File: src/design/assert_macros.svh
// assertion helpers used by the table design file
`ifndef ASSERT_MACROS_SVH
`define ASSERT_MACROS_SVH

`ifndef ASSERT_OFF

// same-cycle implication
`define ASSERT_IMP(label, clk, rst, ante, cons) \
   label: assert property (@(posedge clk) disable iff (rst) (ante) |-> (cons)) \
      else $error("implication check failed");

// next-cycle implication
`define ASSERT_NXT(label, clk, rst, ante, cons) \
   label: assert property (@(posedge clk) disable iff (rst) (ante) |=> (cons)) \
      else $error("next-cycle check failed");

`else

`define ASSERT_IMP(label, clk, rst, ante, cons)
`define ASSERT_NXT(label, clk, rst, ante, cons)

`endif

`endif

File: src/design/slkt_ram.sv
`timescale 1ns / 1ps

module slkt_ram #(
   parameter int DEPTH  = 16,
   parameter int WIDTH  = 32,
   parameter int ADDR_W = (DEPTH > 1) ? $clog2(DEPTH) : 1
) (
   input  logic              clock,
   input  logic              wr_en,
   input  logic [ADDR_W-1:0] wr_addr,
   input  logic [WIDTH-1:0]  wr_data,
   input  logic              rd_en,
   input  logic [ADDR_W-1:0] rd_addr,
   output logic [WIDTH-1:0]  rd_data
);

   logic [WIDTH-1:0] mem [DEPTH];
   logic [WIDTH-1:0] rd_data_ff;

   always_ff @(posedge clock) begin
      if (wr_en) begin
         mem[wr_addr] <= wr_data;
      end
   end

   always_ff @(posedge clock) begin
      if (rd_en) begin
         rd_data_ff <= mem[rd_addr];
      end
   end

   assign rd_data = rd_data_ff;

endmodule

File: config.mk
export PLATFORM = sky130hd
export DESIGN_NAME = slkt_ram
export DESIGN_NICKNAME = d
export VERILOG_FILES = /design/src/design/assert_macros.svh /design/src/design/slkt_ram.sv
export SDC_FILE = /design/constraint.sdc
export NUM_CORES = 1
export LEC_CHECK = 0
export ABC_AREA = 1
export BUFFER_PORTS_ARGS = -buffer_cell sky130_fd_sc_hd__buf_2
export CAP_MARGIN = 5
export CORE_MARGIN = 2
export CORE_UTILIZATION = 55
export DETAILED_ROUTE_END_ITERATION = 6
export PLACE_DENSITY = 0.72
export SLEW_MARGIN = 20
export SYNTH_ARGS = -nofsm -noshare
export SYNTH_HDL_FRONTEND = slang
export SYNTH_SLANG_ARGS = --single-unit
File: constraint.sdc
create_clock -name clock -period 4 [get_ports clock]
set_clock_uncertainty 0.15 [all_clocks]
set_input_delay 0.8 -clock clock [delete_from_list [all_inputs] [get_ports clock]]
set_output_delay 0.8 -clock clock [all_outputs]
set_load 0.02 [all_outputs]
Word level (Yosys, flattened, before mapping)

Memories as Yosys holds them, arrays and structs flattened. A register that Yosys moved wholly into a read port is not among the register bits.
Index checks and enable logic that the tools add are counted.

Bits in registers: 0
RAM bits: 512
Word-level logic and storage cells: 3
Memories: 1

Memory list:

| name | depth | width | rd ports | clocked after memory_dff | wr ports | line           | source |
|---|---|---|---|---|---|---|---|
| mem  | 16    | 32    | 1        | 1                        | 1        | slkt_ram.sv:17 | `logic [WIDTH-1:0] mem [DEPTH];` |

Mux-type cells: 2

Operator list:

| operator | count |
|---|---|
| $mux 1   | 2 |

Longest topological paths before layout

Depth after elaboration: 2
Gate-level depth with buffers: 10
Mapped depth without buffers: 7

Worst setup path before layout

No wires, ideal clock.

Kind: in2reg
Start: input wr_addr[2]
End: memory mem[10][0], enable pin
Arrival time: 2.372 ns
Data required time: 3.429 ns
Setup slack: 1.057 ns
Cell stages on the path: 2
Path buffers: 0
Cells stage by stage: nand3b_1 nor2_1

RTL lines:

| element     | line           | source |
|---|---|---|
| from (decl) | slkt_ram.sv:10 | `input logic [ADDR_W-1:0] wr_addr,` |
| to (decl)   | slkt_ram.sv:17 |  |

Straight into the memory's write port.

Final worst setup path

Start: input wr_addr[3]
End: memory mem[4][17], enable pin

Straight into the memory's write port.

==> results.txt <==
----------------------------------------------------
[Outcome]
  Status ... finished, final reports clean

[Power and ir drop]
  Overall power after layout ... about 12 mW
  Leakage ... 10.8 nW
  Worst IR drop on VDD ... approximately 0.00032 V
  P per Cell Area ... 465 nW/um2

[Hold path]
  Path class of the lowest-slack min-delay path ... primary input to flip-flop

[STA]
  Fin worst setup slack ... about 1.5 ns
  Final hold viol count ... 0
  Pin slew with the least headroom to its limit ... approximately 1.2 ns
  Final worst hold slack ... between 0.4 and 0.5 ns
  TNS Setup ... 0 ns
  Tmin final ... between 2 and 2.5 ns
  Achievable frequency ... just over 400 MHz
  Worst rel slew slack ... between 20% and 30%
  Max-slew violations ... 0
  RSZ-0062 raised after global routing ... false
  Count of final setup violators ... 0
  Final Cycle Share ... 61.4%

[Layout]
  Area of all sequential standard cells ... approximately 16000 um2
  Area taken by multi-input logic gates ... between 4000 and 5000 um2
  # fillers ... between 3000 and 4000
  Ratio of cells with drive above 1 in the final layout ... under 10%
  Area grow syn2layout ... 10.9%
  Total number of nets in the final design ... roughly 2200
  Summed area of non-filler cells in the final layout ... roughly 26000 um2

[Placed design]
  Half-perimeter wire length after placement ... about 28000 um
  Count of input and output buffers ... 74
  Placed Instance Area ... roughly 24000 um2
  Worst slack after detailed placement ... between 0.9 and 1 ns
  GP Congestion ... approximately 0.78

[Clock tree]
  Number of H-tree branching levels ... 2
  Clock tree from TritonCTS ... done
  CTS Hold Buffers Added ... 0
  Max Root-Sink Buffers ... 3
  Clock-pin slew of the registers on the worst-case setup and hold paths ... 0.07 ns
  Clock root buffer ... clkbuf_16
  Number of sinks on the clock net ... roughly 540
  Postcts setup bufs ... 0
  Number of clock buffers inserted by TritonCTS ... 54
  Clk_lat worst skew ... about 0.60 ns
  Post-CTS Resized ... 0

[Worst setup path]
  Ordered cell list for the critical path ... buf_2 > nand3b_1 > nor2_4 > buf_4
  FF-to-FF setup slack ... 2.64 ns
  Signal arrival time at the worst endpoint ... about 2.6 ns
  Category of the critical setup timing path ... primary input to flip-flop
  CP max-delay cell ... nor2_4
  CP Launch Type ... primary input
  CP Max Fanout ... 22
  Peak per-stage delay on the critical path ... between 0.8 and 0.9 ns
  Worst EP required ... between 4 and 5 ns
  Buffers plus inverters on the worst setup path ... 2
  Type of destination of the critical path ... flip-flop
  Top cell family by delay on the critical path ... simple AND/OR/NAND/NOR gates

[GRT]
  First-pass GRT wire length ... approximately 83000 um
  Antenna violations before repair ... 1
  Via count of the first global-routing pass ... between 10000 and 15000
  Global route overflow ... 0
  Maximum number of pins on one net before global-route repair ... 226
  Global routing usage summed across all routing layers ... between 20% and 30%

[Run]
  Max cap viols ... 0

[Synth]
  Post-Synthesis Mean Instance Area ... around 11 um2
  Top area cells in the synthesized netlist ... edfxtp_1, nand2_1, nand3_1
  Yosys reg bits ... between 500 and 600
  Sequential element share of the synthesized area ... roughly 70%
  Top-area cell type share of the netlist area ... a little under three quarters
  Synthesized Nets ... 2163
  Cell accounting for the most synthesized area ... edfxtp_1
  Warnings, synthesis ... 0
  Cell count after synthesis ... approximately 2100
  Cell variety after synth ... 14
  Synth Cell Area ... ~23000 um2

[Floorplanning]
  Vert. Die Dim ... about 210 um
  Core ar. ... between 40000 and 50000 um2
  Overall die width ... around 210 um
  Area of the die ... between 40000 and 50000 um2
  Initial cell density of the core ... a little under three fifths
  Number of placed I/O pins ... 75
  Placement row count ... 75

[Route]
  Total wire length ... about 53000 um
  Average routed wire per standard cell ... between 15 and 20 um
  Number of nets with antenna violations after detailed routing ... 0
  First-pass detailed-route iteration total ... 6
  Total number of vias ... 14910
  Vias per cell ... 5.41
  DRC violation count after routing ... 0
  Drt initial violations ... around 1600

----------------------------------------------------
registers in the layout, summed over array words and instances, names as in the netlist:
signal	cells
mem	512
rd_data	32
kinds of logic after synthesis:
logic type    count (synthesis)  synth area share, %
buf+inv                     495                 9.41
flops                       544                 70.9
simple gates               1081                 19.7
synthesized netlist by cell type (all sizes together):
library cell,n
nor2,17
nand2,677
edfxtp,544
nand3b,2
inv,390
clkbuf,14
buf,91
nand3,385
cells in the final DEF (no fill, tap or decap):
master     synthesis  routed
buf_12             1      14
buf_2             41      72
buf_4              6      22
buf_6             29       1
bufinv_16          0       2
clkbuf_1          14      19
clkbuf_16          0      55
clkinv_1           0       9
clkinv_2           0       9
diode_2            0       1
edfxtp_1         544     544
inv_1            388     386
inv_2              1       1
inv_4              1       1
inv_6              0       2
nand2_1          677     677
nand3_1          385     385
nand3b_1           2       2
nor2_1            17       1
nor2_4             0      16
worst register-to-register path: stages (launching register included):
cell	delay, ns
edfxtp_1	0.37
inv_1	0.06
nand2_1	0.05
nand3_1	0.12
nand3_1	0.13
nand3_1	0.12
nand2_1	0.09
final cells by class:
cell class	count	area share (%)
sequential	544	63.9
multi-input combinational	1081	18.3
clock inverter	20	0.563
inverter	390	5.76
antenna	1	0.00979
tap	539	2.64
timing repair buffer	109	3.20
clock buffer	74	5.66
through the flow:
step,cells,utilization (%)
2_1_floorplan,2120,-
3_3_place_gp,2662,57.5
3_5_place_dp,2663,57.5
4_1_cts,2757,61.3
5_1_grt,2757,61.3
6_report,2758,61.3
final timing paths:
check                                  from           to  depth (start not counted)
worst max-delay path             wr_addr[3]   mem[4][17]                          4
worst min-delay path             wr_data[5]    mem[7][5]                          1
worst max register to register    mem[9][0]   rd_data[0]                          6
worst min register to register  mem[10][10]  rd_data[10]                          6
where the power goes:
part           total [mW]  switching, mW  internal [mW]
Clock                4.68           2.04           2.64
Combinational       0.749          0.546          0.202
Sequential           6.46         0.0385           6.42
metal layers:
| layer | vias to the layer above | share of wire [%] | global-route usage [%] |
|---|---|---|---|
| li1 | 6992 | - | - |
| met1 | 7148 | 42 | 34.4 |
| met2 | 648 | 47 | 40.2 |
| met3 | 120 | 8.2 | 4.72 |
| met4 | 2 | 2.8 | 8.23 |
| met5 | - | 0.017 | 0 |
Power figures use the tool's default switching activity.
