==> src/design/assert_macros.svh <==
// assertion helpers used by the table design file
`ifndef ASSERT_MACROS_SVH
`define ASSERT_MACROS_SVH

`ifndef ASSERT_OFF

// same-cycle implication
`define ASSERT_IMP(label, clk, rst, ante, cons) \
   label: assert property (@(posedge clk) disable iff (rst) (ante) |-> (cons)) \
      else $error("implication check failed");

// next-cycle implication
`define ASSERT_NXT(label, clk, rst, ante, cons) \
   label: assert property (@(posedge clk) disable iff (rst) (ante) |=> (cons)) \
      else $error("next-cycle check failed");

`else

`define ASSERT_IMP(label, clk, rst, ante, cons)
`define ASSERT_NXT(label, clk, rst, ante, cons)

`endif

`endif

==> src/design/slkt_pkg.sv <==
`timescale 1ns / 1ps

package slkt_pkg;

   localparam int CAPACITY = 16;
   localparam int MAX_RES  = 16;
   localparam int IDX_W    = (CAPACITY > 1) ? $clog2(CAPACITY) : 1;
   localparam int CNT_W    = $clog2(CAPACITY + 1);
   localparam int POS_W    = 4;
   localparam int LIST_MAX = (CAPACITY < MAX_RES) ? CAPACITY : MAX_RES;

   typedef enum logic [1:0] {
      FUNC_INSERT = 2'd0,
      FUNC_REMOVE = 2'd1,
      FUNC_SEARCH = 2'd2,
      FUNC_LIST   = 2'd3
   } func_type;

   typedef enum logic [1:0] {
      STAT_OK      = 2'd0,
      STAT_FULL    = 2'd1,
      STAT_EMPTY   = 2'd2,
      STAT_MISSING = 2'd3
   } stat_type;

   typedef struct packed {
      logic [39:0] w3;
      logic [63:0] w2;
      logic [63:0] w1;
      logic [63:0] w0;
   } key_type;

   typedef struct packed {
      logic [23:0] w2;
      logic [63:0] w1;
      logic [63:0] w0;
   } kind_type;

   typedef struct packed {
      key_type            key;
      kind_type           kind;
      logic signed [31:0] amount;
   } rec_type;

   localparam int REC_W = $bits(rec_type);

   // compare unit flags for the sequencer
   typedef struct packed {
      logic hit;       // stored key equals request key
      logic at_end;    // current index is the last filled entry
      logic more_two;  // index + 2 still below the count
   } scan_flags_type;

   function automatic logic [POS_W-1:0] to_pos(input logic [IDX_W-1:0] idx);
      logic [IDX_W+POS_W-1:0] wide;
      wide = {{POS_W{1'b0}}, idx};
      return wide[POS_W-1:0];
   endfunction

endpackage

==> src/design/slkt_cmp.sv <==
`timescale 1ns / 1ps

module slkt_cmp (
   input  slkt_pkg::key_type         stored_key,
   input  slkt_pkg::key_type         probe_key,
   input  logic [slkt_pkg::IDX_W-1:0] idx,
   input  logic [slkt_pkg::CNT_W-1:0] count,
   output slkt_pkg::scan_flags_type  flags
);
   import slkt_pkg::*;

   logic [CNT_W:0] idx_ext;
   logic [CNT_W:0] cnt_ext;

   always_comb begin
      idx_ext        = {{(CNT_W + 1 - IDX_W){1'b0}}, idx};
      cnt_ext        = {1'b0, count};
      flags.hit      = (stored_key == probe_key);
      flags.at_end   = ((idx_ext + 1'b1) == cnt_ext);
      flags.more_two = ((idx_ext + 2'd2) < cnt_ext);
   end

endmodule

==> config.mk <==
export PLATFORM = sky130hd
export DESIGN_NAME = slkt_cmp
export DESIGN_NICKNAME = d
export VERILOG_FILES = /design/src/design/assert_macros.svh /design/src/design/slkt_pkg.sv /design/src/design/slkt_cmp.sv
export SDC_FILE = /design/constraint.sdc
export NUM_CORES = 1
export LEC_CHECK = 0
export ABC_AREA = 1
export ABC_CLOCK_PERIOD_IN_PS = 4000
export BUFFER_PORTS_ARGS = -buffer_cell sky130_fd_sc_hd__buf_4
export CORE_AREA = 2 2 187 189
export DETAILED_ROUTE_END_ITERATION = 10
export DIE_AREA = 0 0 189 191
export MAX_ROUTING_LAYER = met4
export PLACE_DENSITY = 0.45
export SYNTH_ARGS = -nofsm -noshare
export SYNTH_HDL_FRONTEND = slang
export SYNTH_SLANG_ARGS = --single-unit
==> constraint.sdc <==
create_clock -name vclk -period 4
set_input_delay 0.8 -clock vclk [all_inputs]
set_output_delay 0.8 -clock vclk [all_outputs]
set_load 0.03 [all_outputs]
# Word level (Yosys, flattened, before mapping)
# Cells that the tools add are included.
[classes] n_addsub=2 multipliers=0 div_mod_pow=0 magnitude_cmp=1 eq_ne=2 shifts=0 muxes=0 bitwise_logic=0 reduce_logical=0
[op_table] operator="== test 232 bit" count=1
[op_table] operator="adder 4 x 1 -> 5 bit, second input constant" count=1
[op_table] operator="adder 4 x 2 -> 5 bit, second input constant" count=1
[op_table] operator="== test 5 bit" count=1
[op_table] operator="less-than comparator 5 bit" count=1
[word_totals] register_bits=0 latchBits=0 ramBits=0 romBits=0 out_inout_bits=3 elab_cells=5 n_memories=0

# Longest topological paths before layout
# Gate-level depths: netlist of run 1.
[logic_depth] depth_word=2 depth_mapped=11 depth_no_buf=11

# Worst setup path before layout of run 1
# No wires, ideal clock.
[synth_timing] path_type="in2out" startpoint="input idx[1] in the netlist's numbering" endpoint="output flags[0] in the netlist's numbering" t_arrival_ps=3063 setup_slack_ps=137 stages=6 n_path_buf=0 cell_sequence="ha_1 > xor2_1 > ha_1 > nand2_1 > nor2_1 > a2111oi_0"
[synth_rtl] element="from (decl)" line_no="slkt_cmp.sv:6" rtl="input logic [slkt_pkg::IDX_W-1:0] idx,"
[synth_rtl] element="to (decl)" line_no="slkt_cmp.sv:8" rtl="output slkt_pkg::scan_flags_type flags"

==> run metrics, run 1 <==
seq_cells 0; Worst EP required roughly 3.2 ns; # IOs between 400 and 500; relative slew slack 0.717; Die Ht between 150 and 200 um; crit path capture type output port; Syn Inst Count around 590; post-cts sizing count 0; DR WL met3 1.32 mm; largest family of logic cells by synthesized area XOR/XNOR gates; crit path DAT 2.42 ns; Final Max Slew Viols 0; mux share of post-synthesis cell area 0.00297; Synth Area in Adders 0.0260; vias in the first global route roughly 5.0k; xor and xnor area share after synthesis 0.554; ANT cells 0; wire length on met1 6.47 mm; Critical Path Fanout Max 1; DR vias/cell approximately 3.3; Register Area 0 um^2; routed vias roughly 5k; final WL around 18 mm; row cnt 68; Synth Area in Simple Gates 0.352; CP Launch Type input port; die width 189 um; HPWL after DPL roughly 17 mm; Syn Nets approximately 1.1k; area leader, netlist xnor2_1; gpl congestion 0.849; first-pass iteration count of the detailed router 4; post-synth cell types 14; max_cap viols 0; Hold Crit Class in2out; highest metal layer with signal wires met4; first-pass GRT wire length 25.3 mm; PD cells between 90 and 100 nW/um^2; Hold Vio Cnt, Final 0; layout cell share with drive strength beyond 1 0.448; Fin Setup TNS 0 ns; full die area roughly 36,000 um^2; largest net degree at the start of global routing 5; Ys Warns 0; antenna violations before repair 0; Avg Inst Size Synth ~5.7 um^2; Fmax achieved just over 300 MHz; total track usage 0.0908; Setup Fix Bufs, Post-CTS 0; Post-Syn Area ~3400 um^2; Syn-to-layout area delta 123%; period utilisation layout 0.805; clock period minus worst slack ~3.2 ns; Synth area leaders xnor2_1 (54%), nand2_1 (25%), nor2_1 (8.8%); Starting Density 0.0987; routed len/inst 11.7 um; grt total ovfl 0; DRC viols 0; metal2 WL just under 10 mm; IR drop worst, VDD roughly 38 uV; run status complete, no violations; buffers added on ports between 400 and 500; area fraction in compound gates after synthesis 0.00409; leak pwr 3.64 nW; 1st-iter DRT viols between 60 and 70; clkbuf count 0; unrepaired setup endpoints after global routing no; proportion of synthesized chip area in sequential cells 0; CORE AREA about 34,000 um^2; Hold Buf Count CTS 0; Setup Crit Path Kind in2out; post-synth top area share 0.544; # nets final between 1.5k and 2k; antenna-violating nets left 0; measured slew at the worst slew-check pin 0.414 ns; Final setup viols 0; final total power 737 uW
## through the flow
| step | hold slack, ns | util | instances | setup slack (ns) | area, um^2 |
|---|---|---|---|---|---|
| 2_1_floorplan | 1.86 | - | 588 | 0.137 | 3370 |
| 3_3_place_gp | 2.12 | 0.220 | 1519 | 0.723 | 7510 |
| 3_5_place_dp | 2.13 | 0.220 | 1519 | 0.706 | 7510 |
| 4_1_cts | 2.13 | 0.220 | 1519 | 0.700 | 7510 |
| 5_1_grt | 2.16 | 0.220 | 1519 | 0.607 | 7510 |
| 6_report | 2.13 | 0.220 | 1519 | 0.781 | 7510 |
## cells by family (layout without fill, tap and decap cells)
group / Yosys count / after routing
buffers and inverters: 54 / 530
muxes: 1 / 1
AOI/OAI and AO/OA: 2 / 2
xor gates and xnor gates: 213 / 213
adders and majority gates: 7 / 7
and+or+nand+nor: 311 / 311
## routing by layer
metal  up-vias  global-route usage
li1       2682                   -
met4         0             0.00451
met1      2016              0.0986
met2       259               0.183
met5         -                   -
met3         6              0.0110
## final cells by class
class / count / area (um^2)
fill: 3910 / 26600
inverter: 54 / 203
multi-input combinational: 534 / 3160
tap: 455 / 569
timing repair buffer: 476 / 3570
## cell usage in the layout, fill, tap and decap left out, drive strengths merged
cell / n
inv: 54
a2111oi: 1
mux2i: 1
xor2: 4
nand2: 226
buf: 476
or2: 1
nor4: 1
nand3: 1
xnor2: 209
ha: 7
a21oi: 1
nor3: 1
nor2: 79
nand4: 2
## worst max-delay path: stages
cell	delay, ns
buf_4	0.11
xnor2_1	0.20
nand2_1	0.08
nor2_1	0.16
nand2_1	0.07
nor2_1	0.09
nand2_1	0.09
nor2_1	0.31
nand2_1	0.18
nor2_1	0.14
buf_4	0.17
## where the power goes
group	total, mW	leakage (nW)	internal [mW]	switching, mW
registers	0	0	0	0
logic	0.737	3.64	0.481	0.255
clock network	0	0	0	0
## synthesized netlist by cell type
cell type,n
nand2_1,226
xnor2_1,209
nor2_1,79
inv_1,54
ha_1,7
xor2_1,4
nand4_1,2
a2111oi_0,1
a21oi_1,1
mux2i_1,1
nand3_1,1
nor3_1,1
nor4_2,1
or2_1,1
## worst paths after layout
check	startpoint	end	slack [ns]	cells after the start
setup / recovery	probe_key[85]	flags[2]	0.78	11
hold / removal	count[0]	flags[1]	2.13	6
Note: power is estimated with default switching activity, not from simulation.
==> inputs of run 2 (changes only) <==
--- a/config.mk
+++ b/config.mk
@@ -6,13 +6,13 @@
 export NUM_CORES = 1
 export LEC_CHECK = 0
 export ABC_AREA = 1
-export ABC_CLOCK_PERIOD_IN_PS = 4000
+export ABC_CLOCK_PERIOD_IN_PS = 2900
 export BUFFER_PORTS_ARGS = -buffer_cell sky130_fd_sc_hd__buf_4
 export CORE_AREA = 2 2 187 189
 export DETAILED_ROUTE_END_ITERATION = 10
 export DIE_AREA = 0 0 189 191
 export MAX_ROUTING_LAYER = met4
-export PLACE_DENSITY = 0.45
+export PLACE_DENSITY = 0.46
 export SYNTH_ARGS = -nofsm -noshare
 export SYNTH_HDL_FRONTEND = slang
 export SYNTH_SLANG_ARGS = --single-unit
==> constraint.sdc (replaced) <==
create_clock -name vclk -period 2.9
set_input_delay 0.58 -clock vclk [all_inputs]
set_output_delay 0.58 -clock vclk [all_outputs]
set_load 0.03 [all_outputs]
==> run 2 against run 1 <==
Critical path depth stayed put. Final cell count unchanged. Highest routed layer unchanged. Power up 38%.
==> run metrics, run 2 (synthesis results as in run 1) <==
run status complete, no violations; most frequent cells in the layout buf_4 (476), nand2_1 (226), xnor2_1 (209), nor2_1 (78), inv_1 (54); busiest grt layer met2; Syn-to-layout area delta 123%; Worst EP required between 2 and 2.5 ns; GR Util met3 0.0106; antenna-violating nets left 0; met1 usage 0.0971; clock period minus worst slack 2.62 ns; Switching Fraction 0.346; clock power share 0; total track usage 0.0900; worst path bufs/invs 2; first-pass iteration count of the detailed router 4; post-layout util 0.220; layout cell share with drive strength beyond 1 0.450; CORE AREA between 30,000 and 40,000 um^2; DP Worst Slack roughly 0.024 ns; leak pwr 3.65 nW; gpl congestion ~0.8; HPWL after DPL between 15 and 20 mm; internal power between 600 and 700 uW; first-pass GRT wire length between 20 and 25 mm; Psw roughly 350 uW; CP Launch Type input port; seq_cells 0; antenna violations before repair 0; crit-path cells buf_4 -> xnor2_1 -> nand2_1 -> nor2_1 -> nand2_1 -> nor2_1 -> nand2_1 -> nor2_2 -> nand2_1 -> nor2_1 -> buf_4; Register Area 0 um^2; non-filler cells, final 1,519; DRC viols 0; max incr delay on CP between 0.2 and 0.3 ns; crit path from probe_key[102]; Final Max Slew Viols 0; measured slew at the worst slew-check pin 0.340 ns; most used cell along the critical path nand2_1; largest net degree at the start of global routing 5; row cnt between 60 and 70; ANT cells 0; Fmax achieved approximately 380 MHz; placed cells 1,519; IR drop worst, VDD 61.6 uV; Levels on crit path 11; grt total ovfl 0; Hold Buf Count CTS 0; Hold Crit Class in2out; Setup Crit Path Kind in2out; buffers added on ports 476; relative slew slack 0.772; crit path capture type output port; FILL cells slightly below 4k; Starting Density 0.0987; Combinational Power Share 1.000; final WL between 15 and 20 mm; period utilisation layout 0.903; DR vias/cell approximately 3.3; area of the multi-input gates 3170 um^2; Critical Path Sink flags[2]; 1st-iter DRT viols between 40 and 50; vias in the first global route 5,101; most common cell after layout, fill and taps aside buf_4; routed len/inst about 12 um; Final setup viols 0; die width approximately 190 um; CP delay by family, top simple AND/OR/NAND/NOR gates; max_cap viols 0; PD cells between 100 and 150 nW/um^2; clkbuf count 0; # nets final between 1.5k and 2k; Hold Vio Cnt, Final 0; crit path DAT around 2.0 ns; routed vias 4,971; Min Hold Slack approximately 1.7 ns; Worst path slowest cell xnor2_1; Critical Path Fanout Max 1; full die area 36,100 um^2; setup ws final 0.280 ns; grt met2 use 0.183; Die Ht between 150 and 200 um; # IOs around 480; Flop pwr share 0; unrepaired setup endpoints after global routing no
run 2: what timing repair did:
item	4_1_cts	5_1_grt
gates resized for setup	0	1
buffers inserted	0	0
endpoints found under the setup margin	0	1
run 2: worst min path at each step:
| stage | start | slack [ns] | to | cells after the start |
|---|---|---|---|---|
| floorplan | count[1] | 1.42 | flags[1] | 4 |
| global placement | count[0] | 1.67 | flags[1] | 6 |
| detailed placement | count[0] | 1.67 | flags[1] | 6 |
| CTS | count[0] | 1.67 | flags[1] | 6 |
| global route | count[0] | 1.71 | flags[1] | 6 |
| finish | count[0] | 1.66 | flags[1] | 6 |
run 2: cell type report:
cell class / instances / area share
Inverter: 54 / 0.0270
Multi-Input combinational cell: 534 / 0.422
Tap cell: 455 / 0.0757
Timing Repair Buffer: 476 / 0.475
run 2: power by group through the flow:
stage | clock (mW) | sequential, mW | combinational (mW)
3_3_place_gp | 0 | 0 | 1.02
4_1_cts | 0 | 0 | 1.04
3_5_place_dp | 0 | 0 | 1.03
6_report | 0 | 0 | 1.02
2_1_floorplan | 0 | 0 | 0.402
5_1_grt | 0 | 0 | 1.12
run 2: metal layers:
layer  vias up  share of wire
li1       2682              -
met1      2009           0.37
met2       276           0.55
met3         4          0.076
met4         0         0.0041
met5         -              0
run 2: per-stage QoR:
step / power [mW] / setup TNS, ns / instance area (um^2)
final: 1.02 / 0 / 7520
after global routing: 1.12 / 0 / 7520
after CTS: 1.04 / 0 / 7510
after detailed placement: 1.03 / 0 / 7510
after global placement: 1.02 / -0.0151 / 7510
after floorplan: 0.402 / 0 / 3370
